$ cat src/sv/spq_pkg.sv
// Shared types and codes for the sorted priority queue.
// No dependencies; imported by spq_cell and sorted_priority_queue.
package spq_pkg;

  localparam int DataW = 32;
  localparam int PrioW = 16;
  localparam int OccW  = 5;

  typedef enum logic {
    CMD_ENQ = 1'b0,
    CMD_DEQ = 1'b1
  } cmd_t;

  typedef enum logic [1:0] {
    ST_OK        = 2'd0,
    ST_OVERFLOW  = 2'd1,
    ST_UNDERFLOW = 2'd2
  } status_t;

  typedef struct packed {
    logic signed [DataW-1:0] data;
    logic signed [PrioW-1:0] prio;
  } entry_t;

  typedef struct packed {
    logic   enq;
    logic   deq;
    entry_t ent;
  } spq_ctl_t;

endpackage

$ cat src/sv/spq_cell.sv
// One slot of the sorted chain: holds an entry, compares it to the incoming one,
// and shifts toward the tail on insert or toward the front on removal. Uses spq_pkg.
module spq_cell import spq_pkg::*; (
  input  logic     clk,
  input  spq_ctl_t ctl,
  input  logic     live,
  input  logic     at_tail,
  input  entry_t   prev_ent,
  input  logic     prev_gt,
  input  entry_t   next_ent,
  output entry_t   ent,
  output logic     gt
);

  entry_t ent_next;

  assign gt = live && (ctl.ent.prio < ent.prio);

  always_comb begin
    ent_next = ent;
    if (ctl.enq) begin
      if (at_tail || gt) begin
        ent_next = prev_gt ? prev_ent : ctl.ent;
      end
    end else if (ctl.deq) begin
      ent_next = next_ent;
    end
  end

  always_ff @(posedge clk) begin
    ent <= ent_next;
  end

endmodule

$ cat src/sv/sorted_priority_queue.sv
// Sorted priority queue: a chain of DEPTH cells kept in ascending priority order.
// An accepted beat's result is registered into the reply; throughput one beat per cycle
// unless m_tready stalls, set by the single compare-and-shift step of the cell chain.
// Reset clears the occupancy count and the output valid; cell contents stay undefined.
// Depends on spq_pkg and spq_cell.
module sorted_priority_queue import spq_pkg::*; #(
  parameter int DEPTH = 16
) (
  input  logic        clk,
  input  logic        rst,
  input  logic        s_tvalid,
  output logic        s_tready,
  input  logic [47:0] s_tdata,  // data_in[31:0], priority_in[47:32]
  input  logic        s_tuser,  // cmd
  output logic        m_tvalid,
  input  logic        m_tready,
  output logic [55:0] m_tdata,  // data_out[31:0], priority_out[47:32], occupancy[52:48]
  output logic [1:0]  m_tuser   // status
);

  localparam int CW = $clog2(DEPTH + 1);

  logic [CW-1:0] count, count_next;
  logic          accept, full, empty;
  spq_ctl_t      ctl;
  entry_t        ent [DEPTH];
  logic          gt  [DEPTH];

  status_t       status, status_next;
  entry_t        res, res_next;
  logic [CW+4:0] cnt_ext;

  assign s_tready = !m_tvalid || m_tready;
  assign accept   = s_tvalid && s_tready;
  assign full     = (count == CW'(DEPTH));
  assign empty    = (count == '0);

  assign ctl.enq      = accept && (cmd_t'(s_tuser) == CMD_ENQ) && !full;
  assign ctl.deq      = accept && (cmd_t'(s_tuser) == CMD_DEQ) && !empty;
  assign ctl.ent.data = s_tdata[31:0];
  assign ctl.ent.prio = s_tdata[47:32];

  for (genvar i = 0; i < DEPTH; i++) begin : g_cell
    spq_cell u_cell (
      .clk      (clk),
      .ctl      (ctl),
      .live     (count > CW'(i)),
      .at_tail  (count == CW'(i)),
      .prev_ent (ent[(i == 0) ? 0 : i - 1]),
      .prev_gt  ((i == 0) ? 1'b0 : gt[(i == 0) ? 0 : i - 1]),
      .next_ent (ent[(i == DEPTH - 1) ? i : i + 1]),
      .ent      (ent[i]),
      .gt       (gt[i])
    );
  end

  always_comb begin
    count_next  = count;
    status_next = ST_OK;
    res_next    = '0;
    if (ctl.enq) begin
      count_next = count + 1'b1;
    end else if (ctl.deq) begin
      count_next = count - 1'b1;
      res_next   = ent[0];
    end else if (accept) begin
      status_next = (cmd_t'(s_tuser) == CMD_ENQ) ? ST_OVERFLOW : ST_UNDERFLOW;
    end
  end

  always_ff @(posedge clk) begin
    if (rst) begin
      count    <= '0;
      m_tvalid <= 1'b0;
    end else begin
      count <= count_next;
      if (accept) begin
        m_tvalid <= 1'b1;
      end else if (m_tready) begin
        m_tvalid <= 1'b0;
      end
    end
  end

  always_ff @(posedge clk) begin
    if (accept) begin
      status <= status_next;
      res    <= res_next;
    end
  end

  assign cnt_ext = {5'd0, count};
  assign m_tdata = {3'd0, cnt_ext[4:0], res.prio, res.data};
  assign m_tuser = status;

endmodule

$ cat config.mk
export PLATFORM = sky130hd
export DESIGN_NAME = sorted_priority_queue
export DESIGN_NICKNAME = d
export VERILOG_FILES = /design/src/sv/spq_pkg.sv /design/src/sv/spq_cell.sv /design/src/sv/sorted_priority_queue.sv
export SDC_FILE = /design/constraint.sdc
export NUM_CORES = 2
export LEC_CHECK = 0
export BUFFER_PORTS_ARGS = -buffer_cell sky130_fd_sc_hd__buf_2
export CAP_MARGIN = 15
export CORE_ASPECT_RATIO = 0.75
export CORE_MARGIN = 1
export CORE_UTILIZATION = 60
export DETAILED_ROUTE_END_ITERATION = 8
export HOLD_SLACK_MARGIN = 0.15
export PLACE_DENSITY = 0.73
export SLEW_MARGIN = 20
export SYNTH_ARGS = -nofsm -noshare
export SYNTH_HDL_FRONTEND = slang
export SYNTH_SLANG_ARGS = --single-unit
$ cat constraint.sdc
create_clock -name clk -period 16.1 [get_ports clk]
set_input_delay 2.415 -clock clk [delete_from_list [all_inputs] [get_ports clk]]
set_output_delay 2.415 -clock clk [all_outputs]
set_load 0.01 [all_outputs]
Word-level counts from Yosys, hierarchy flattened
Index checks and enable logic that the tools add are counted.
{"block": "word_totals", "reg_bits": 824, "inputBits": 53, "out_inout_bits": 60, "elab_cells": 231}
{"block": "op_classes", "n_addsub": 2, "magnitude_cmp": 32, "n_eq_ne": 31, "mux": 65, "bitwise": 2, "reduce_logical": 62}
{"op": "$mux W48", "count": 60}
{"op": "$lt A16 B16 Y1", "count": 16}
{"op": "$eq A5 B4 Y1 const B", "count": 8}
{"op": "$gt A5 B4 Y1 const B", "count": 8}
{"op": "$reduce_and A2 Y1", "count": 16}
{"op": "$ne A2 B1 Y1 const B", "count": 15}
{"op": "$logic_and A1 B1 Y1", "count": 21}
{"op": "$eq A5 B3 Y1 const B", "count": 4}
{"op": "$gt A5 B3 Y1 const B", "count": 4}
{"op": "$logic_or A1 B1 Y1", "count": 17}
{"op": "$eq A5 B2 Y1 const B", "count": 2}
{"op": "$gt A5 B1 Y1 const B", "count": 2}
{"op": "$gt A5 B2 Y1 const B", "count": 2}
{"op": "$mux W5", "count": 2}
{"op": "$add A5 B1 Y5 const B", "count": 1}
{"op": "$eq A5 B1 Y1 const B", "count": 1}
{"op": "$eq A5 B5 Y1 const B", "count": 1}
{"op": "$logic_not A5 Y1", "count": 1}
{"op": "$sub A5 B1 Y5 const B", "count": 1}
{"op": "$reduce_bool A2 Y1", "count": 2}
{"op": "$reduce_or A2 Y1", "count": 2}
{"op": "$logic_not A1 Y1", "count": 3}
{"op": "$mux W1", "count": 2}
{"op": "$mux W2", "count": 1}
{"op": "$not A1 Y1", "count": 2}

Logic depth before layout (Yosys ltp)
{"block": "depth", "ltp_word": 7, "mapped_depth": 11, "depth_no_buf": 9}

Modules after synthesis
From an unflattened synthesis, not the netlist that was laid out.
{"block": "hier_totals", "cells_unflattened": 4527, "area_unflattened_um2": 48517.8}
{"module": "spq_cell (g_cell[0].u_cell ...)", "n_inst": 10, "cells_per_inst": 270, "area_per_inst_um2": 2875.3, "seq_area_each_um2": 1441.4}
{"module": "spq_cell (g_cell[4].u_cell ...)", "n_inst": 6, "cells_per_inst": 269, "area_per_inst_um2": 2866.5, "seq_area_each_um2": 1441.4}
{"module": "sorted_priority_queue", "n_inst": 1, "cells_per_inst": 213, "area_per_inst_um2": 2566.2, "seq_area_each_um2": 1621.6}

Worst setup path before layout
Ideal clock, no wire load.
{"block": "synth_path", "path_type": "input port to flip-flop", "startpoint": "in s_tdata[41]", "endpoint": "reg, netlist name g_cell[10].u_cell.ent[0]", "setup_time_ns": 0.520, "arrival_time_ns": 7.553, "required_ns": 15.580, "setup_slack_ns": 8.027, "stages": 10, "n_path_buf": 2, "cell_sequence": "ha_1 -> a21oi_1 -> o21ai_0 -> a2111oi_0 -> o21ai_1 -> a21oi_1 -> buf_2 -> buf_4 -> a21oi_1 -> o21ai_0"}
{"block": "synth_via", "elab_chain_len": 5}
{"item": "start, declared", "line_no": "sorted_priority_queue.sv:13", "text": "input logic [47:0] s_tdata,"}
{"item": "$lt A16 B16 Y1", "line_no": "spq_cell.sv:17", "text": "assign gt = live && (ctl.ent.prio < ent.prio);"}
{"item": "$logic_and A1 B1 Y1", "line_no": "spq_cell.sv:17"}
{"item": "$logic_or A1 B1 Y1", "line_no": "spq_cell.sv:22", "text": "if (at_tail || gt) begin"}
{"item": "$ne A2 B1 Y1 (no source line)"}
{"item": "$reduce_and A2 Y1 (no source line)"}
Every way passes these cells.
A chain may end at the register's enable or synchronous reset.

==> flow_metrics.py <==
metrics = {
    "worst_setup_path": {
        "rr_endpoint": "g_cell[14].u_cell.ent[23]$_DFFE_PP_",
        "r2r-start": "count[3]$_SDFFE_PP0P_",
        "r2r_cells": 8,
        "worstSetupEndpoint": "g_cell[14].u_cell.ent[23]$_DFFE_PP_",
        "cp.arrival_ns": 7.09,
        "cp-start-kind": "primary input",
        "required_ns": 16.44,
        "critPathMaxFanout": 222,
        "r2r_slack_ns": 10.39,
        "critPathKind": "in -> reg",
        "cp-startpoint": "m_tready",
        "crit_path_end_kind": "register",
    },
    "flow_run": {
        "drv_cap": 0,
    },
    "floorplanning": {
        "placementRows": 87,
        "core_region_area_mm2": 0.0757,
        "dieArea_mm2": 0.0780,
        "die_h_um": 242,
        "die_w_um": 322,
        "start_util_pct": 61.0,
        "io_pins": 113,
    },
    "clock_tree": {
        "cts-root-buf": "clkbuf_16",
        "clkTransAtPathRegs_ns": 0.06,
        "clock_path_buffers": 3,
        "ctsHoldBuffers": 0,
        "cts_resized": 0,
        "clk-insertion-delay-late_ns": 0.66,
        "cts-buffers-inserted": 84,
        "clock_sinks": 824,
        "post_cts_buffers": 0,
        "cts_tree": "built",
        "cts.htree.levels": 3,
    },
    "place": {
        "place_area_mm2": 0.0472,
        "io_buffers": 109,
        "dp_hpwl_um": 84800,
        "routabilityCongestion": 0.935,
    },
    "logic_synthesis": {
        "synth_ff_type": "edfxtp_1",
        "seq_area_frac_synth_pct": 53.5,
        "ys_ff_latch": 824,
        "synthTopCellsByCount": "818 x edfxtp_1, 693 x nand2_1, 363 x nand3_1, 317 x o21ai_0, 277 x clkbuf_1",
        "synthArstFlopShare_pct": 0,
        "synthTopCellsByArea": "edfxtp_1 53%, ha_1 6.6%, mux2i_1 6.0%",
        "synth-edff-count": 818,
        "yosys.cell_types.count": 66,
        "netlist_instances": 4346,
        "synth.top_cell.area_share_pct": 53.3,
        "synth_area_mm2": 0.0461,
        "ys_warn_count": 0,
        "yosysMostFrequentCell": "edfxtp_1",
        "synth.avg_cell_area_um2": 10.6,
        "synth_area_leader_cell": "edfxtp_1",
    },
    "cells_and_area": {
        "drive_above_1_share_pct": 8.56,
        "final_net_count": 4544,
        "nFillCells": 5819,
        "finish.instance_area_mm2": 0.0500,
        "area_delta_synth_final_pct": 8.43,
    },
    "sta": {
        "finalSetupTns_ns": 0,
        "fin_crit_sh_pct": 41.9,
        "max_slew_margin_pct": 19.6,
        "hold_viol": 0,
        "fmaxAchievable_mhz": 148,
        "worst_pin_slew_ns": 1.21,
        "finalMaxSlewViolations": 0,
        "skew_ns": 0.0343,
        "setup_viol": 0,
        "period_needed_ns": 6.75,
        "rsz0062_at_grt": "no",
    },
    "detailed_routing": {
        "final_antenna_net_count": 0,
        "drc": 0,
        "wire_per_inst_um": 27.4,
        "num_vias": 36600,
        "finalWirelength_um": 146000,
        "drt-initial-drc-count": 5676,
        "dr.pass1.iters": 6,
        "viasPerCell": 6.87,
    },
    "global_routing": {
        "grt_antenna_before_repair": 6,
        "gr-total-overflow": 0,
        "grt_pass1_wl_um": 217000,
        "grt_pass1_vias": 34400,
        "grt_max_degree": 254,
        "grt_usage_pct": 37.0,
    },
    "power": {
        "power.leakage_nw": 19.7,
        "p_int_mw": 3.99,
        "power_frac_comb_pct": 16.8,
        "switching_power_mw": 1.64,
        "power_density_mw_per_mm2": 113,
        "seq_power_share_pct": 47.1,
        "p_sw_share_pct": 29.2,
        "ir_drop_uv": 92.6,
        "p_clk_share_pct": 36.1,
    },
    "status": {
        "outcome": "finished, final reports clean",
    },
    "hold_path": {
        "min_path_type": "reg -> reg",
    },
}
[state kept, by name, indices dropped and copies added, names as in the netlist]
register	cells
count	5
g_cell.u_cell.ent	768
m_tdata	48
m_tuser	2
m_tvalid	1
[per-layer routing]
metal  part of all wire, %  wire length [um]  GRT usage (%)
met5                0.0089                13              0
met3                    15             22000           9.81
met4                   3.5              5090           12.3
met1                    41             60500           57.6
met2                    40             58400           49.7
[metrics by stage]
stage               std cells  hold WS [ns]  worst slack, ns  util [%]  power [mW]
finish                   5334         0.526             9.35      66.1        5.63
global route             5332         0.545             9.00      66.1        5.78
CTS                      5331         0.527             9.55      66.0        5.59
detailed placement       5182         0.514             8.87      62.4        3.60
global placement         5182         0.500             8.92      62.4        3.57
floorplan                4348         0.496             8.03         -        3.24
[worst min-delay path by stage]
stage,start,to,slack [ns],cells past startpoint
after detailed placement,g_cell[15].u_cell.ent[32]$_DFFE_PP_,g_cell[14].u_cell.ent[32]$_DFFE_PP_,0.51,2
after CTS,g_cell[15].u_cell.ent[29]$_DFFE_PP_,g_cell[14].u_cell.ent[29]$_DFFE_PP_,0.53,2
after global placement,g_cell[15].u_cell.ent[39]$_DFFE_PP_,g_cell[14].u_cell.ent[39]$_DFFE_PP_,0.50,2
after floorplan,g_cell[15].u_cell.ent[16]$_DFFE_PP_,g_cell[14].u_cell.ent[16]$_DFFE_PP_,0.50,2
final,m_tvalid$_SDFFE_PP0P_,m_tvalid$_SDFFE_PP0P_,0.53,2
after global routing,g_cell[15].u_cell.ent[29]$_DFFE_PP_,g_cell[14].u_cell.ent[29]$_DFFE_PP_,0.55,2
[power by group through the flow]
| stage | sequential, mW | combinational, mW | clock (mW) |
|---|---|---|---|
| finish | 2.66 | 0.944 | 2.03 |
| global placement | 2.69 | 0.874 | 0 |
| global route | 2.67 | 0.994 | 2.12 |
| detailed placement | 2.69 | 0.901 | 0 |
| CTS | 2.65 | 0.903 | 2.04 |
| floorplan | 2.68 | 0.556 | 0 |
[critical path, cell delays in order]
cell and delay [ns]:
buf_2 0.09, nand2b_1 0.15, nand2_1 0.25, or3_4 0.52
buf_12 0.69, buf_4 0.96, buf_4 0.79, buf_4 0.77
o21ai_0 0.20
[placed cells by master, fill, tap and decap left out, drive strengths merged, types with 99 or more instances in the layout]
cell,synthesis,layout
a21oi,118,118
ha,245,245
nand3,363,363
o21ai,400,400
o211ai,208,208
clkbuf,277,99
nand2,694,694
inv,258,259
edfxtp,818,818
buf,78,167
mux2i,276,276
[cells by family after synthesis]
kind of cell | synth area share [%]
other | 0.00813
buffers and inverters | 5.36
and+or+nand+nor | 12.5
xor gates and xnor gates | 0.0760
AOI/OAI and AO/OA | 14.6
DFF | 53.5
muxes | 7.32
adders and majority gates | 6.65
[cell type report]
class                      instances  area (um^2)  area share (%)
clock inverter                    50          552            1.10
clock buffer                      99         2200            4.40
multi-input combinational       2910        19300            38.5
inverter                         259          972            1.94
tap                             1023         1280            2.56
antenna                            2         5.00          0.0100
timing repair buffer             167         1050            2.11
sequential                       824        24700            49.4
Power figures use the tool's default switching activity.
